## config.mk

```make
export PLATFORM = sky130hd
export DESIGN_NAME = pcx_rle_row_encoder_core
export DESIGN_NICKNAME = d
export VERILOG_FILES = /design/src/design/pcxrle_pkg.sv /design/src/design/pcxrle_cmdq.sv /design/src/design/pcxrle_front.sv /design/src/design/pcxrle_back.sv /design/src/design/pcx_rle_row_encoder_core.sv
export SDC_FILE = /design/constraint.sdc
export NUM_CORES = 1
export LEC_CHECK = 0
export BUFFER_PORTS_ARGS = -buffer_cell sky130_fd_sc_hd__buf_4
export CAP_MARGIN = 20
export CORE_UTILIZATION = 60
export DETAILED_ROUTE_END_ITERATION = 6
export PLACE_DENSITY = 0.75
export SKIP_CTS_REPAIR_TIMING = 1
export SYNTH_ARGS = -nofsm -noshare
export SYNTH_HDL_FRONTEND = slang
export SYNTH_HIERARCHICAL = 1
export SYNTH_SLANG_ARGS = --single-unit
```

## constraint.sdc

```tcl
create_clock -name clk_i -period 8.35 [get_ports clk_i]
set_clock_uncertainty 0.05 [all_clocks]
set_input_delay 0.4175 -clock clk_i [delete_from_list [all_inputs] [get_ports clk_i]]
set_output_delay 0.4175 -clock clk_i [all_outputs]
set_load 0.05 [all_outputs]
```

## src/design/pcxrle_pkg.sv

```systemverilog
// ----------------------------------------------------------------------------
// PCX RLE package
// Run records and the command word passed from front end to back end.
// ----------------------------------------------------------------------------
`default_nettype none

package pcxrle_pkg;

  localparam logic [5:0] MaxRun     = 6'd63;
  localparam logic [7:0] RunMark    = 8'hC0;
  localparam logic [7:0] EscapeByte = 8'hC1;

  // One run to be sent: value and length (1..63).
  typedef struct packed {
    logic [7:0] value;
    logic [5:0] len;
  } run_t;

  // Runs released by one pixel, packed from slot 0 up.
  typedef struct packed {
    run_t [2:0] runs;
    logic [1:0] n_runs;   // 1..3
    logic       row_end;  // last run closes the row
  } cmd_t;

endpackage

`default_nettype wire

```

## src/design/pcxrle_cmdq.sv

```systemverilog
// ----------------------------------------------------------------------------
// PCX RLE command queue
// Small flop FIFO of run commands between front end and back end.
// ----------------------------------------------------------------------------
`default_nettype none

module pcxrle_cmdq
  import pcxrle_pkg::*;
#(
  parameter int unsigned Depth = 4
) (
  input  wire  clk_i,
  input  wire  rst_ni,
  input  wire  push_i,
  input  cmd_t push_cmd_i,
  output logic full_o,
  input  wire  pop_i,
  output cmd_t head_o,
  output logic empty_o
);

  localparam int unsigned PtrW = (Depth > 1) ? $clog2(Depth) : 1;
  localparam int unsigned CntW = $clog2(Depth + 1);
  localparam logic [PtrW-1:0] LastPtr = PtrW'(Depth - 1);
  localparam logic [CntW-1:0] FullCnt = CntW'(Depth);

  cmd_t            mem_q [Depth];
  logic [PtrW-1:0] wr_ptr_q, wr_ptr_d;
  logic [PtrW-1:0] rd_ptr_q, rd_ptr_d;
  logic [CntW-1:0] count_q, count_d;

  assign full_o  = (count_q == FullCnt);
  assign empty_o = (count_q == '0);
  assign head_o  = mem_q[rd_ptr_q];

  always_comb begin
    wr_ptr_d = wr_ptr_q;
    rd_ptr_d = rd_ptr_q;
    count_d  = count_q;
    if (push_i) begin
      wr_ptr_d = (wr_ptr_q == LastPtr) ? '0 : wr_ptr_q + 1'b1;
    end
    if (pop_i) begin
      rd_ptr_d = (rd_ptr_q == LastPtr) ? '0 : rd_ptr_q + 1'b1;
    end
    if (push_i && !pop_i) begin
      count_d = count_q + 1'b1;
    end else if (pop_i && !push_i) begin
      count_d = count_q - 1'b1;
    end
  end

  always_ff @(posedge clk_i or negedge rst_ni) begin
    if (!rst_ni) begin
      wr_ptr_q <= '0;
      rd_ptr_q <= '0;
      count_q  <= '0;
    end else begin
      wr_ptr_q <= wr_ptr_d;
      rd_ptr_q <= rd_ptr_d;
      count_q  <= count_d;
    end
  end

  always_ff @(posedge clk_i) begin
    if (push_i) begin
      mem_q[wr_ptr_q] <= push_cmd_i;
    end
  end

endmodule

`default_nettype wire

```

## src/design/pcxrle_front.sv

```systemverilog
// ----------------------------------------------------------------------------
// PCX RLE front end
// Tracks the open run and row column, turns each pixel into run commands.
// ----------------------------------------------------------------------------
`default_nettype none

module pcxrle_front
  import pcxrle_pkg::*;
(
  input  wire         clk_i,
  input  wire         rst_ni,
  input  wire  [15:0] row_width_i,
  input  wire         s_axis_tvalid,
  output logic        s_axis_tready,
  input  wire  [7:0]  s_axis_tdata,   // [7:0] pixel
  input  wire         q_full_i,
  output logic        push_o,
  output cmd_t        push_cmd_o
);

  logic [7:0]  run_value_q, run_value_d;
  logic [5:0]  run_len_q, run_len_d;
  logic [15:0] column_q, column_d;

  logic        accept;
  logic        extend, extend_pad;
  logic [7:0]  add_value;
  logic [5:0]  add_len;
  logic [16:0] count, eff_width;
  logic        row_end, odd;
  logic        r0_vld, r1_vld;
  run_t        run0, run1, run2;
  cmd_t        cmd;
  logic [1:0]  n;

  assign s_axis_tready = !q_full_i;
  assign accept        = s_axis_tvalid && s_axis_tready;

  always_comb begin
    // pixel joins the open run or starts a new one
    extend = (run_len_q != '0) && (s_axis_tdata == run_value_q) && (run_len_q < MaxRun);
    r0_vld = !extend && (run_len_q != '0);
    run0   = '{value: run_value_q, len: run_len_q};
    if (extend) begin
      add_value = run_value_q;
      add_len   = run_len_q + 6'd1;
    end else begin
      add_value = s_axis_tdata;
      add_len   = 6'd1;
    end

    count     = {1'b0, column_q} + 17'd1;
    eff_width = (row_width_i == '0) ? 17'h10000 : {1'b0, row_width_i};
    row_end   = (count >= eff_width);
    odd       = count[0];

    // zero pad byte on odd rows
    extend_pad = (add_value == 8'h00) && (add_len < MaxRun);
    r1_vld     = row_end && odd && !extend_pad;
    run1       = '{value: add_value, len: add_len};
    if (!odd) begin
      run2 = '{value: add_value, len: add_len};
    end else if (extend_pad) begin
      run2 = '{value: add_value, len: add_len + 6'd1};
    end else begin
      run2 = '{value: 8'h00, len: 6'd1};
    end

    cmd  = '0;
    n    = '0;
    if (r0_vld) begin
      cmd.runs[n] = run0;
      n = n + 2'd1;
    end
    if (r1_vld) begin
      cmd.runs[n] = run1;
      n = n + 2'd1;
    end
    if (row_end) begin
      cmd.runs[n] = run2;
      n = n + 2'd1;
    end
    cmd.n_runs  = n;
    cmd.row_end = row_end;

    push_o     = accept && (n != '0);
    push_cmd_o = cmd;

    run_value_d = run_value_q;
    run_len_d   = run_len_q;
    column_d    = column_q;
    if (accept) begin
      run_value_d = add_value;
      run_len_d   = row_end ? 6'd0 : add_len;
      column_d    = row_end ? 16'd0 : count[15:0];
    end
  end

  always_ff @(posedge clk_i or negedge rst_ni) begin
    if (!rst_ni) begin
      run_value_q <= '0;
      run_len_q   <= '0;
      column_q    <= '0;
    end else begin
      run_value_q <= run_value_d;
      run_len_q   <= run_len_d;
      column_q    <= column_d;
    end
  end

endmodule

`default_nettype wire

```

## src/design/pcxrle_back.sv

```systemverilog
// ----------------------------------------------------------------------------
// PCX RLE back end
// Expands queued run commands into coded bytes, one per cycle unless stalled.
// ----------------------------------------------------------------------------
`default_nettype none

module pcxrle_back
  import pcxrle_pkg::*;
(
  input  wire        clk_i,
  input  wire        rst_ni,
  input  cmd_t       head_i,
  input  wire        q_empty_i,
  output logic       pop_o,
  output logic       m_axis_tvalid,
  input  wire        m_axis_tready,
  output logic [7:0] m_axis_tdata,   // [7:0] out_byte
  output logic       m_axis_tlast,   // row_done
  output logic       m_axis_tuser    // [0] last_of_batch
);

  logic [1:0] ri_q, ri_d;
  logic       ph_q, ph_d;
  logic       valid_q, valid_d;
  logic [7:0] byte_q;
  logic       last_q, row_q;

  run_t       cur;
  logic       two_byte, run_end, cmd_end, advance;
  logic [7:0] first_byte, next_byte;

  always_comb begin
    cur      = head_i.runs[ri_q];
    two_byte = (cur.len > 6'd1) || (cur.value >= RunMark);
    if (cur.len > 6'd1) begin
      first_byte = RunMark | {2'b00, cur.len};
    end else if (cur.value >= RunMark) begin
      first_byte = EscapeByte;
    end else begin
      first_byte = cur.value;
    end
    next_byte = ph_q ? cur.value : first_byte;
    run_end   = two_byte ? ph_q : 1'b1;
    cmd_end   = run_end && (ri_q == head_i.n_runs - 2'd1);
    advance   = !q_empty_i && (!valid_q || m_axis_tready);
    pop_o     = advance && cmd_end;

    ri_d = ri_q;
    ph_d = ph_q;
    if (advance) begin
      if (cmd_end) begin
        ri_d = '0;
        ph_d = 1'b0;
      end else if (run_end) begin
        ri_d = ri_q + 2'd1;
        ph_d = 1'b0;
      end else begin
        ph_d = 1'b1;
      end
    end

    if (advance) begin
      valid_d = 1'b1;
    end else if (m_axis_tready) begin
      valid_d = 1'b0;
    end else begin
      valid_d = valid_q;
    end
  end

  always_ff @(posedge clk_i or negedge rst_ni) begin
    if (!rst_ni) begin
      ri_q    <= '0;
      ph_q    <= 1'b0;
      valid_q <= 1'b0;
    end else begin
      ri_q    <= ri_d;
      ph_q    <= ph_d;
      valid_q <= valid_d;
    end
  end

  always_ff @(posedge clk_i) begin
    if (advance) begin
      byte_q <= next_byte;
      last_q <= cmd_end;
      row_q  <= cmd_end && head_i.row_end;
    end
  end

  assign m_axis_tvalid = valid_q;
  assign m_axis_tdata  = byte_q;
  assign m_axis_tuser  = last_q;
  assign m_axis_tlast  = row_q;

endmodule

`default_nettype wire

```

## src/design/pcx_rle_row_encoder_core.sv

```systemverilog
// ----------------------------------------------------------------------------
// PCX RLE row encoder core
// Streams 8-bit pixels in and PCX run-length coded row bytes out.
// ----------------------------------------------------------------------------
// Usage: pixels arrive one per transaction on the slave stream; coded bytes
// leave one per transaction on the master stream, tuser marking the final
// byte released by a pixel and tlast the final byte of a row. Rows are
// row_width pixels (0 means 65536) and odd rows get one zero pad byte. The
// front end takes a pixel every cycle while its command queue has room; the
// back end writes one coded byte per cycle to the output register unless the
// output stalls; a pixel yields 0 to 5 bytes. The back end's single byte-wide
// output register sets the sustained rate. The user writes row_width through
// cfg_we_i / cfg_wdata_i while the block idles; the block does not check it.
// ----------------------------------------------------------------------------
`default_nettype none

module pcx_rle_row_encoder_core
  import pcxrle_pkg::*;
#(
  parameter int unsigned QueueDepth = 4   // run commands in flight, >= 2
) (
  input  wire         clk_i,
  input  wire         rst_ni,
  // configuration: row_width
  input  wire         cfg_we_i,
  input  wire  [15:0] cfg_wdata_i,
  // pixel stream
  input  wire         s_axis_tvalid,
  output logic        s_axis_tready,
  input  wire  [7:0]  s_axis_tdata,   // [7:0] pixel
  // coded byte stream
  output logic        m_axis_tvalid,
  input  wire         m_axis_tready,
  output logic [7:0]  m_axis_tdata,   // [7:0] out_byte
  output logic        m_axis_tlast,   // row_done
  output logic        m_axis_tuser    // [0] last_of_batch
);

  logic [15:0] row_width_q;

  // front end -> queue
  logic        push;
  cmd_t        push_cmd;
  logic        q_full;
  // queue -> back end
  cmd_t        head;
  logic        q_empty;
  logic        pop;

  // Row width register; no read-back.
  always_ff @(posedge clk_i or negedge rst_ni) begin
    if (!rst_ni) begin
      row_width_q <= 16'd320;
    end else if (cfg_we_i) begin
      row_width_q <= cfg_wdata_i;
    end
  end

  // Front: run tracking, row counting and pad insertion.
  pcxrle_front u_front (
    .clk_i         (clk_i),
    .rst_ni        (rst_ni),
    .row_width_i   (row_width_q),
    .s_axis_tvalid (s_axis_tvalid),
    .s_axis_tready (s_axis_tready),
    .s_axis_tdata  (s_axis_tdata),
    .q_full_i      (q_full),
    .push_o        (push),
    .push_cmd_o    (push_cmd)
  );

  // Decouples pixel intake from byte output.
  pcxrle_cmdq #(
    .Depth (QueueDepth)
  ) u_cmdq (
    .clk_i      (clk_i),
    .rst_ni     (rst_ni),
    .push_i     (push),
    .push_cmd_i (push_cmd),
    .full_o     (q_full),
    .pop_i      (pop),
    .head_o     (head),
    .empty_o    (q_empty)
  );

  // Back: byte coding (mark + value, escape + value, or plain value).
  pcxrle_back u_back (
    .clk_i         (clk_i),
    .rst_ni        (rst_ni),
    .head_i        (head),
    .q_empty_i     (q_empty),
    .pop_o         (pop),
    .m_axis_tvalid (m_axis_tvalid),
    .m_axis_tready (m_axis_tready),
    .m_axis_tdata  (m_axis_tdata),
    .m_axis_tlast  (m_axis_tlast),
    .m_axis_tuser  (m_axis_tuser)
  );

endmodule

`default_nettype wire

```

==> flow_metrics.env, run 1 <==
export IMPL_h_tree_depth=1
export IMPL_num_rows=50
export IMPL_max_slew_margin_rel_pct=32.0
export IMPL_route_vias_total=6941
export IMPL_critPathKind="reg2reg"
export IMPL_synth_seq_cells=247
export IMPL_synth_adder_area_share_pct=3.48
export IMPL_worstSetupStartpointType="flip-flop"
export IMPL_min_period_ns=6.40
export IMPL_nets=900
export IMPL_status="completed"
export IMPL_stdcell_count=1119
export IMPL_grt_max_degree=58
export IMPL_cts_root_buf="clkbuf_16"
export IMPL_diodes=0
export IMPL_drt_antenna_violating_nets=0
export IMPL_synth_edf_count=190
export IMPL_synth_nets=863
export IMPL_antenna_found_initial=0
export IMPL_synth_area_sq_mm=0.0117
export IMPL_die_area_sq_mm=0.0201
export IMPL_synth_compound_area_share_pct=7.82
export IMPL_synth_distinct_cells=75
export IMPL_yosys_most_used_dff="edfxtp_1"
export IMPL_period_share_pct=76.7
export IMPL_initialDrtViolationCount=491
export IMPL_p_per_area_mw_per_mm2=322
export IMPL_wl_per_cell_microns=21.6
export IMPL_remaining_drc_errors=0
export IMPL_ys_async_sr_fraction_pct=23.1
export IMPL_end_kind="flip-flop"
export IMPL_drive_gt1_share_pct=22.1
export IMPL_viasPerCell=6.20
export IMPL_max_freq_ghz=0.156
export IMPL_worst_pin_slew_ns=1.02
export IMPL_min_path_type="in2reg"
export IMPL_cts_path_max_buffers=3
export IMPL_grt_pass1_vias=7057
export IMPL_netlist_instances=802
export IMPL_synth_xor_area_share_pct=2.47
export IMPL_syn_to_final_growth_pct=10.8
export IMPL_cts_tree="yes"
export IMPL_cp_required_ns=8.50
export IMPL_power_leakage_nw=4.89
export IMPL_grt_overflow=0
export IMPL_firstDrtPassIters=5
export IMPL_seq_area_frac_synth_pct=60.9
export IMPL_hold_viol=0
export IMPL_setup_viol=0
export IMPL_numClockSinks=247
export IMPL_drv_cap=0
export IMPL_grt_setup_unrepaired="no"
export IMPL_dp_cells=1070
export IMPL_ir_worst_vdd_mv=0.154
export IMPL_avgSynthCellArea_sq_um=14.6
export IMPL_clk_pin_slew_ns=0.06
export IMPL_synth_warnings=6
export IMPL_cts_buffers=26
export IMPL_dp_hpwl_microns=16500
export IMPL_die_y_microns=142
export IMPL_worst_ep_arrival_time_ns=6.56
export IMPL_grt_pass1_wl_microns=38600
export IMPL_muxShareOfSynthArea_pct=12.8
export IMPL_routabilityCongestion=0.954
export IMPL_core_area_sq_mm=0.0189
export IMPL_whs_path_depth=2
export IMPL_grt_util_all_layers_pct=25.3
export IMPL_synth_simple_gate_area_share_pct=8.81
export IMPL_drt_total_wl_microns=24100
export IMPL_slew_viol_final=0
export IMPL_ios=41
export IMPL_die_w_microns=142
export IMPL_r2r_cells=19
export IMPL_clkLatencyLatePin_ns=0.52
export IMPL_initial_core_util_pct=62.0
export IMPL_fin_setup_tns_ns=0
export IMPL_synth_top_family_by_area="multiplexers"
export IMPL_final_core_util_pct=68.7
export IMPL_cp_max_fo=28
export IMPL_numPortBuffers=40
[placed cells by master, fill, tap and decap left out, types with 6 or more instances in the layout]
cell,netlist,routed
inv_1,36,36
mux4_2,45,45
xor2_1,11,11
edfxtp_1,190,190
mux2i_1,16,16
nand4_1,10,10
xnor2_1,22,22
nor3_1,19,19
mux2_2,13,13
clkinv_2,0,8
clkbuf_16,0,26
nand2_1,60,60
a22o_1,18,18
nand3_1,14,14
o22ai_1,6,6
dfrtp_1,55,53
nor4_1,9,9
ha_1,31,31
nor2_1,36,36
buf_4,3,48
mux2_4,10,10
nor2b_1,8,8
a21oi_1,19,19
and3_1,13,13
o21ai_0,35,35
[final cells by class]
| cell class | count | area (sq um) |
|---|---|---|
| flip-flops and latches | 247 | 7140 |
| fillers | 1297 | 5910 |
| multi-input cells | 477 | 4150 |
| clock buffers | 26 | 651 |
| repair buffers | 49 | 370 |
| well taps | 260 | 325 |
| clock inverters | 22 | 204 |
| inverters | 38 | 143 |
[cell usage after synthesis (all sizes together), types with 18 or more instances]
master	count	share of area, %
mux4	45	8.6
o21ai	39	1.8
buf	24	2.0
nand2	60	1.9
inv	38	1.2
dfrtp	55	12
xnor2	22	1.6
a22o	18	1.3
nor2	39	1.4
mux2	24	2.6
ha	31	3.3
nor3	20	0.95
a21oi	20	0.89
edfxtp	190	49
[critical path: stages (launching register included)]
cell       delay, ns
dfrtp_1         0.64
ha_1            0.31
nand3_1         0.16
nor2_1          0.24
and3_1          0.29
and3_1          0.25
and3_1          0.24
xor2_1          0.18
ha_1            0.29
nand4_1         0.11
nor4_1          0.05
a2111oi_0       0.38
o21bai_1        0.24
o21ai_4         0.29
inv_1           0.10
ha_1            0.38
xnor2_1         0.38
o31a_1          0.35
and2_2          0.72
buf_4           0.41
[routing by layer]
layer	track usage (%)	routed length (microns)	vias to the layer above
met5	0	0	-
met3	3.24	1590	60
met1	33.9	9760	3482
met4	10.2	964	0
met2	42.5	11800	263
li1	-	-	3136
[worst paths after layout]
check	from	to	slack (ns)
max	u_front/column_q[0]	u_cmdq/mem_q[3][39]	1.95
min reg2reg	u_cmdq/count_q[2]	u_cmdq/count_q[2]	0.45
max reg2reg	u_front/column_q[0]	u_cmdq/mem_q[3][39]	1.95
min	cfg_wdata_i[8]	row_width_q[8]	0.07
min in group asynchronous	rst_ni	u_front/column_q[8]	0.46
max in group asynchronous	rst_ni	u_cmdq/rd_ptr_q[0]	7.23
[metrics by stage]
step	area [sq um]	hold WS, ns	total power, mW	worst slack (ns)
after floorplan	11700	0.0719	2.78	2.75
after global placement	12100	0.427	3.03	2.24
after detailed placement	12100	0.430	3.08	2.00
after CTS	13000	-0.0452	4.21	1.92
after global routing	13000	0.0553	4.38	1.40
final	13000	0.0699	4.18	1.95
[kinds of logic after synthesis]
| kind of cell | Yosys count |
|---|---|
| AND/OR/NAND/NOR | 201 |
| XOR/XNOR | 33 |
| flip-flops | 247 |
| buffers and inverters | 78 |
| adder cells (fa/ha/maj) | 32 |
| AO/OA/AOI/OAI | 125 |
| multiplexers | 86 |
[where the power goes]
group / switching, mW / internal, mW
clock network: 0.464 / 0.665
logic: 0.744 / 0.555
registers: 0.159 / 1.59
[registers in the layout, summed over array words and instances (netlist names)]
| name | cells |
|---|---|
| u_front/run_len_q | 6 |
| u_back/m_axis_tuser | 1 |
| u_cmdq/count_q | 3 |
| u_back/m_axis_tlast | 1 |
| row_width_q | 16 |
| u_back/m_axis_tdata | 8 |
| u_front/column_q | 16 |
| u_cmdq/rd_ptr_q | 2 |
| u_back/ri_q | 2 |
| u_back/ph_q | 1 |
| u_front/run_value_q | 8 |
| u_cmdq/wr_ptr_q | 2 |
| u_cmdq/mem_q | 180 |
| u_back/m_axis_tvalid | 1 |
(Power assumes the default switching activity.)
==> run 2: changes to the inputs <==
==> constraint.sdc (replaced) <==
create_clock -name clk_i -period 6.35 [get_ports clk_i]
set_clock_uncertainty 0.05 [all_clocks]
set_input_delay 0.3175 -clock clk_i [delete_from_list [all_inputs] [get_ports clk_i]]
set_output_delay 0.3175 -clock clk_i [all_outputs]
set_load 0.05 [all_outputs]
==> run 2 against run 1 <==
Worst hold slack got worse by 0.038 ns. First-iteration DRC count grew 12%. Fmax rose by 12%. Critical path depth up 4. Clock power increased by 28%. Core utilization rose by 1.3 points. Final area grew 1.8%.
==> flow_metrics.env, run 2 (synthesis results as in run 1) <==
export IMPL_worst_path_stages=23
export IMPL_max_freq_ghz=0.176
export IMPL_cp_max_fo=9
export IMPL_grt_max_degree=58
export IMPL_r2r_cells=23
export IMPL_numClockSinks=247
export IMPL_top_regs="u_cmdq/mem_q (180), row_width_q (16), u_front/column_q (16)"
export IMPL_wl_per_cell_microns=21.9
export IMPL_setup_viol=0
export IMPL_end_kind="flip-flop"
export IMPL_die_y_microns=142
export IMPL_die_w_microns=142
export IMPL_critPathTopFamily="adder cells"
export IMPL_cpMostUsedCell="ha_1"
export IMPL_cts_path_max_buffers=3
export IMPL_period_share_pct=89.7
export IMPL_crit_chain="ha_1, nand3_1, nor2_1, and3_1, and3_1, and3_1, xor2_1, ha_1, nand4_1, nor4_1, a2111oi_0, o21bai_1, o21ai_4, inv_1, ha_1, xnor2_2, o31a_1, ha_1, inv_1, fa_1, xor2_1, nor2_1, xor2_1"
export IMPL_r2r_slack_ns=0.66
export IMPL_drive_gt1_share_pct=21.6
export IMPL_worstSetupStartpointType="flip-flop"
export IMPL_numPortBuffers=40
export IMPL_worst_ep_arrival_time_ns=6.10
export IMPL_ir_worst_vdd_mv=0.181
export IMPL_h_tree_depth=1
export IMPL_cp_required_ns=6.75
export IMPL_reg2reg_from="u_front/column_q[1]"
export IMPL_cts_buffers=26
export IMPL_firstDrtPassIters=6
export IMPL_final_cell_mix="190 x edfxtp_1, 60 x nand2_1, 53 x dfrtp_1"
export IMPL_worst_pin_slew_ns=0.922
export IMPL_setup_worst_path_end="u_cmdq/count_q[2]"
export IMPL_holdWs_ns=0.0316
export IMPL_die_area_sq_mm=0.0201
export IMPL_drv_cap=0
export IMPL_p_per_area_mw_per_mm2=418
export IMPL_grt_pass1_vias=7006
export IMPL_power_leakage_nw=4.98
export IMPL_power_mw=5.52
export IMPL_route_vias_total=6991
export IMPL_largest_register_ffs=180
export IMPL_syn_to_final_growth_pct=12.8
export IMPL_r2r_end="u_cmdq/count_q[2]"
export IMPL_clk_pin_slew_ns=0.06
export IMPL_grt_util_all_layers_pct=25.6
export IMPL_fin_setup_tns_ns=0
export IMPL_initialDrtViolationCount=548
export IMPL_grt_overflow=0
export IMPL_initial_core_util_pct=62.0
export IMPL_viasPerCell=6.14
export IMPL_core_area_sq_mm=0.0189
export IMPL_grt_setup_unrepaired="no"
export IMPL_drt_total_wl_microns=25000
export IMPL_grt_pass1_wl_microns=38800
export IMPL_cts_root_buf="clkbuf_16"
export IMPL_stdcell_count=1139
export IMPL_num_rows=50
export IMPL_diodes=0
export IMPL_nets=920
export IMPL_drt_antenna_violating_nets=0
export IMPL_routabilityCongestion=0.874
export IMPL_min_period_ns=5.69
export IMPL_slew_viol_final=0
export IMPL_final_core_util_pct=70.0
export IMPL_critPathKind="reg2reg"
export IMPL_final_cell_area_sq_mm=0.0132
export IMPL_dp_hpwl_microns=16100
export IMPL_clkLatencyLatePin_ns=0.54
export IMPL_dp_cells=1074
export IMPL_setup_ws_ns=0.657
export IMPL_antenna_found_initial=0
export IMPL_final_common_cell="edfxtp_1"
export IMPL_place_area_sq_mm=0.0122
export IMPL_min_path_type="in2reg"
export IMPL_hold_viol=0
export IMPL_critPathBufInv=2
export IMPL_status="completed"
export IMPL_slowest_stage="a2111oi_0"
export IMPL_max_slew_margin_rel_pct=38.5
export IMPL_max_stage_delay_ns=0.42
export IMPL_cts_tree="yes"
export IMPL_remaining_drc_errors=0
export IMPL_pre_cts_ws_ns=0.681
export IMPL_critPathLaunch="u_front/column_q[1]"
export IMPL_ios=41
export IMPL_final_fill_count=1268
export IMPL_largest_register="u_cmdq/mem_q"
## run 2: cell count changes in the layout (fill, tap and decap cells not counted), moves of 2 or more
cell and delta:
buf_12 +5, clkinv_2 -2, dlygate4sd3_1 +16, inv_6 -2
clkinv_1 +3, clkbuf_1 +2
## run 2: final cells by class
type                            instances  area, sq um  area share [%]
Tap cell                              260          325            2.46
Timing Repair Buffer                   69          623            4.71
Sequential cell                       247         7140            54.0
Clock buffer                           28          658            4.98
Clock inverter                         20          175            1.32
Multi-Input combinational cell        477         4160            31.5
Inverter                               38          143            1.08
## run 2: power by group
group          switching (mW)  internal (mW)
combinational           0.973          0.770
clock                   0.612          0.836
sequential              0.240           2.09
## run 2: worst min-delay path by stage
stage,startpoint,to,slack (ns),cells past startpoint
3_5_place_dp,rst_ni,u_front/run_len_q[5],0.39,1
3_3_place_gp,rst_ni,u_front/run_len_q[3],0.39,1
4_1_cts,rst_ni,u_front/run_value_q[6],-0.17,1
5_1_grt,m_axis_tready,u_back/m_axis_tvalid,0.04,3
6_report,m_axis_tready,u_back/m_axis_tvalid,0.03,3
2_1_floorplan,rst_ni,row_width_q[0],-0.03,0
## run 2: worst min-delay path, delay by kind of cell
| family | cells | cell delay (ns) |
|---|---|---|
| buf+inv | 1 | 0.08 |
| simple gates | 2 | 0.17 |
## run 2: per-layer routing
| metal | vias up | global-route usage, % | share of wire [%] |
|---|---|---|---|
| li1 | 3170 | - | - |
| met1 | 3520 | 34.4 | 41 |
| met2 | 263 | 44.0 | 51 |
| met3 | 38 | 3.21 | 6.1 |
| met4 | 0 | 7.58 | 2.3 |
| met5 | - | 0 | 0 |
==> run 3: changes to the inputs <==
--- a/config.mk
+++ b/config.mk
@@ -7,11 +7,10 @@
 export LEC_CHECK = 0
 export BUFFER_PORTS_ARGS = -buffer_cell sky130_fd_sc_hd__buf_4
 export CAP_MARGIN = 20
-export CORE_UTILIZATION = 60
+export CORE_UTILIZATION = 62
 export DETAILED_ROUTE_END_ITERATION = 6
-export PLACE_DENSITY = 0.75
+export PLACE_DENSITY = 0.78
 export SKIP_CTS_REPAIR_TIMING = 1
 export SYNTH_ARGS = -nofsm -noshare
 export SYNTH_HDL_FRONTEND = slang
-export SYNTH_HIERARCHICAL = 1
 export SYNTH_SLANG_ARGS = --single-unit
==> run 3 against run 2 <==
The run now ends with design-rule violations, negative hold slack left. Critical path depth grew 1. First-iteration DRC count up 10%. Routed wire length down 1.3%. Via count up 3.6%. Clock power hardly changed. Sequential power about the same. Cell count grew 0.53%. Worst hold slack lost 0.048 ns. Non-clock buffer count down 3.
==> flow_metrics.env, run 3 <==
export IMPL_multi_input_area_sq_mm=0.00406
export IMPL_status="finished, violations left"
export IMPL_synth_warnings=0
export IMPL_synth_simple_gate_area_share_pct=9.79
export IMPL_largest_register="u_cmdq.mem_q"
export IMPL_initial_core_util_pct=63.9
export IMPL_largest_register_ffs=180
export IMPL_yosysTopAreaCell="edfxtp_1"
export IMPL_worst_ep_arrival_time_ns=6.17
export IMPL_seq_area_frac_synth_pct=61.8
export IMPL_max_freq_ghz=0.173
export IMPL_critPathKind="reg2reg"
export IMPL_period_share_pct=91.2
export IMPL_final_fill_count=1169
export IMPL_grt_pass1_wl_microns=39000
export IMPL_clkLatencyLatePin_ns=0.52
export IMPL_die_w_microns=138
export IMPL_cp_required_ns=6.73
export IMPL_p_per_area_mw_per_mm2=432
export IMPL_min_period_ns=5.79
export IMPL_final_core_util_pct=72.0
export IMPL_firstDrtPassIters=7
export IMPL_fin_setup_tns_ns=0
export IMPL_initialDrtViolationCount=605
export IMPL_cp_max_fo=15
export IMPL_routabilityCongestion=0.923
export IMPL_synth_area_leaders="edfxtp_1 49%, dfrtp_1 12%, mux4_2 7.4%"
export IMPL_synth_distinct_cells=67
export IMPL_syn_to_final_growth_pct=12.8
export IMPL_die_y_microns=138
export IMPL_ys_async_sr_fraction_pct=23.1
export IMPL_power_leakage_nw=4.85
export IMPL_core_area_sq_mm=0.0181
export IMPL_synth_adder_area_share_pct=3.53
export IMPL_cts_path_max_buffers=3
export IMPL_max_slew_margin_rel_pct=41.3
export IMPL_grt_overflow=0
export IMPL_violations="design-rule violations, negative hold slack"
export IMPL_dp_hpwl_microns=16300
export IMPL_clk_pin_slew_ns=0.06
export IMPL_worst_pin_slew_ns=0.876
export IMPL_pwr_share_seq_pct=41.1
export IMPL_grtUsageMet1_pct=35.0
export IMPL_muxShareOfSynthArea_pct=10.1
export IMPL_holdWs_ns=-0.0162
export IMPL_drt_antenna_violating_nets=0
export IMPL_ios=41
export IMPL_drive_gt1_share_pct=18.8
export IMPL_yosys_most_used_dff="edfxtp_1"
export IMPL_critPathLaunch="u_front.column_q[0]"
export IMPL_synth_common_cells="190 x edfxtp_1, 85 x nand2_1, 58 x o21ai_0"
export IMPL_synth_area_sq_mm=0.0115
export IMPL_drv_cap=0
export IMPL_diodes=0
export IMPL_synth_nets=904
export IMPL_numPortBuffers=40
export IMPL_p_sw_mw=1.91
export IMPL_remaining_drc_errors=4
export IMPL_cts_tree="yes"
export IMPL_grt_util_all_layers_pct=26.3
export IMPL_viasPerCell=6.32
export IMPL_hold_viol=4
export IMPL_grt_busiest_layer="met2"
export IMPL_hold_end="row_width_q[15]"
export IMPL_end_kind="flip-flop"
export IMPL_numClockSinks=247
export IMPL_r2r_slack_ns=0.56
export IMPL_drt_total_wl_microns=24700
export IMPL_num_rows=49
export IMPL_grt_pass1_vias=7350
export IMPL_yosysMostFrequentCell="edfxtp_1"
export IMPL_grtUsageMet2_pct=44.8
export IMPL_grt_setup_unrepaired="no"
export IMPL_wl_per_cell_microns=21.5
export IMPL_pwr_share_clk_pct=25.4
export IMPL_whs_path_depth=3
export IMPL_worstSetupStartpointType="flip-flop"
export IMPL_final_cell_mix="190 x edfxtp_1, 85 x nand2_1, 58 x o21ai_0"
export IMPL_regArea_sq_mm=0.00714
export IMPL_p_int_mw=3.73
export IMPL_synth_xor_area_share_pct=2.58
export IMPL_synth_top_family_by_area="multiplexers"
export IMPL_die_area_sq_mm=0.0192
export IMPL_setup_viol=0
export IMPL_r2r_cells=24
export IMPL_synth_compound_area_share_pct=8.87
export IMPL_cts_root_buf="clkbuf_16"
export IMPL_antenna_found_initial=0
export IMPL_nets=960
export IMPL_swShare_pct=33.8
export IMPL_grt_max_degree=58
export IMPL_grtUsageMet3_pct=3.33
export IMPL_r2r_end="u_cmdq.count_q[2]"
export IMPL_h_tree_depth=1
export IMPL_comb_power_share_pct=33.5
export IMPL_route_vias_total=7241
export IMPL_final_common_cell="edfxtp_1"
export IMPL_reg2reg_from="u_front.column_q[0]"
export IMPL_hold_start="cfg_wdata_i[15]"
export IMPL_synth_edf_count=190
export IMPL_avgSynthCellArea_sq_um=13.7
export IMPL_synth_top_area_share_pct=49.4
export IMPL_netlist_instances=843
export IMPL_min_path_type="in2reg"
export IMPL_synth_seq_cells=247
export IMPL_ir_worst_vdd_mv=0.193
export IMPL_cts_buffers=25
export IMPL_slew_viol_final=0
export IMPL_top_regs="u_cmdq.mem_q (180), row_width_q (16), u_front.column_q (16)"
-- run 3: cell count changes after synthesis, moves of 7 or more --
cell     change
mux4_2       -7
nor2b_1      +8
mux2_4      -10
nor2_1       +7
o21ai_0     +23
inv_1       +14
nand2_1     +25
-- run 3: layout make-up --
cell class / instances / share of cell area (%)
multi-input cells: 507 / 31.2
inverters: 52 / 1.50
clock inverters: 17 / 1.32
repair buffers: 66 / 4.17
clock buffers: 27 / 4.86
flip-flops and latches: 247 / 54.8
well taps: 229 / 2.20
-- run 3: power groups by stage --
| stage | clock [mW] | combinational (mW) | sequential [mW] |
|---|---|---|---|
| 2_1_floorplan | 0 | 1.31 | 2.38 |
| 3_3_place_gp | 0 | 1.82 | 2.32 |
| 3_5_place_dp | 0 | 1.87 | 2.34 |
| 4_1_cts | 1.45 | 1.88 | 2.31 |
| 5_1_grt | 1.51 | 2.05 | 2.34 |
| 6_report | 1.43 | 1.89 | 2.31 |
-- run 3: kinds of logic after synthesis --
logic type                 Yosys count
buffers and inverters               89
adders and majority gates           32
and+or+nand+nor                    232
AOI/OAI and AO/OA                  142
muxes                               67
xor gates and xnor gates            34
DFF                                247
-- run 3: worst max path at each step --
stage | end | slack [ns] | cells after the start
global route | u_cmdq.count_q[2] | 0.11 | 24
finish | u_cmdq.count_q[2] | 0.56 | 24
detailed placement | u_cmdq.count_q[1] | 0.51 | 20
CTS | u_cmdq.count_q[1] | 0.47 | 20
floorplan | u_cmdq.mem_q[0][0] | 0.31 | 18
global placement | u_cmdq.count_q[1] | 0.71 | 21
-- run 3: per-layer routing --
metal  wire length (microns)  up-vias
met4                     709        0
met5                       0        -
met3                    1530       47
met2                   12200      292
met1                   10200     3631
li1                        -     3271
-- run 3: critical path, cell delays in order (launching register included) --
cell      delay (ns)
dfrtp_1         0.61
ha_1            0.30
nand3_1         0.15
nor2_1          0.25
and3_1          0.31
nand3_1         0.14
xnor2_1         0.18
ha_1            0.33
nand2_1         0.06
o21ai_0         0.25
nor2_1          0.08
a311oi_1        0.65
o211ai_4        0.25
inv_1           0.13
ha_1            0.33
o211ai_1        0.16
o311ai_2        0.13
buf_4           0.23
inv_1           0.07
ha_1            0.17
inv_1           0.06
fa_1            0.37
xor2_1          0.17
nor2_1          0.11
xor2_1          0.17
-- run 3: metrics by stage --
| stage | total power [mW] | setup WS [ns] | area, sq um | hold WS (ns) | std cells |
|---|---|---|---|---|---|
| after floorplan | 3.69 | 0.309 | 11500 | -0.0281 | 843 |
| after global placement | 4.14 | 0.707 | 12100 | 0.390 | 1087 |
| after detailed placement | 4.21 | 0.515 | 12100 | 0.396 | 1087 |
| after CTS | 5.64 | 0.469 | 12900 | -0.150 | 1131 |
| after global routing | 5.90 | 0.108 | 13000 | -0.00985 | 1145 |
| final | 5.63 | 0.557 | 13000 | -0.0162 | 1145 |
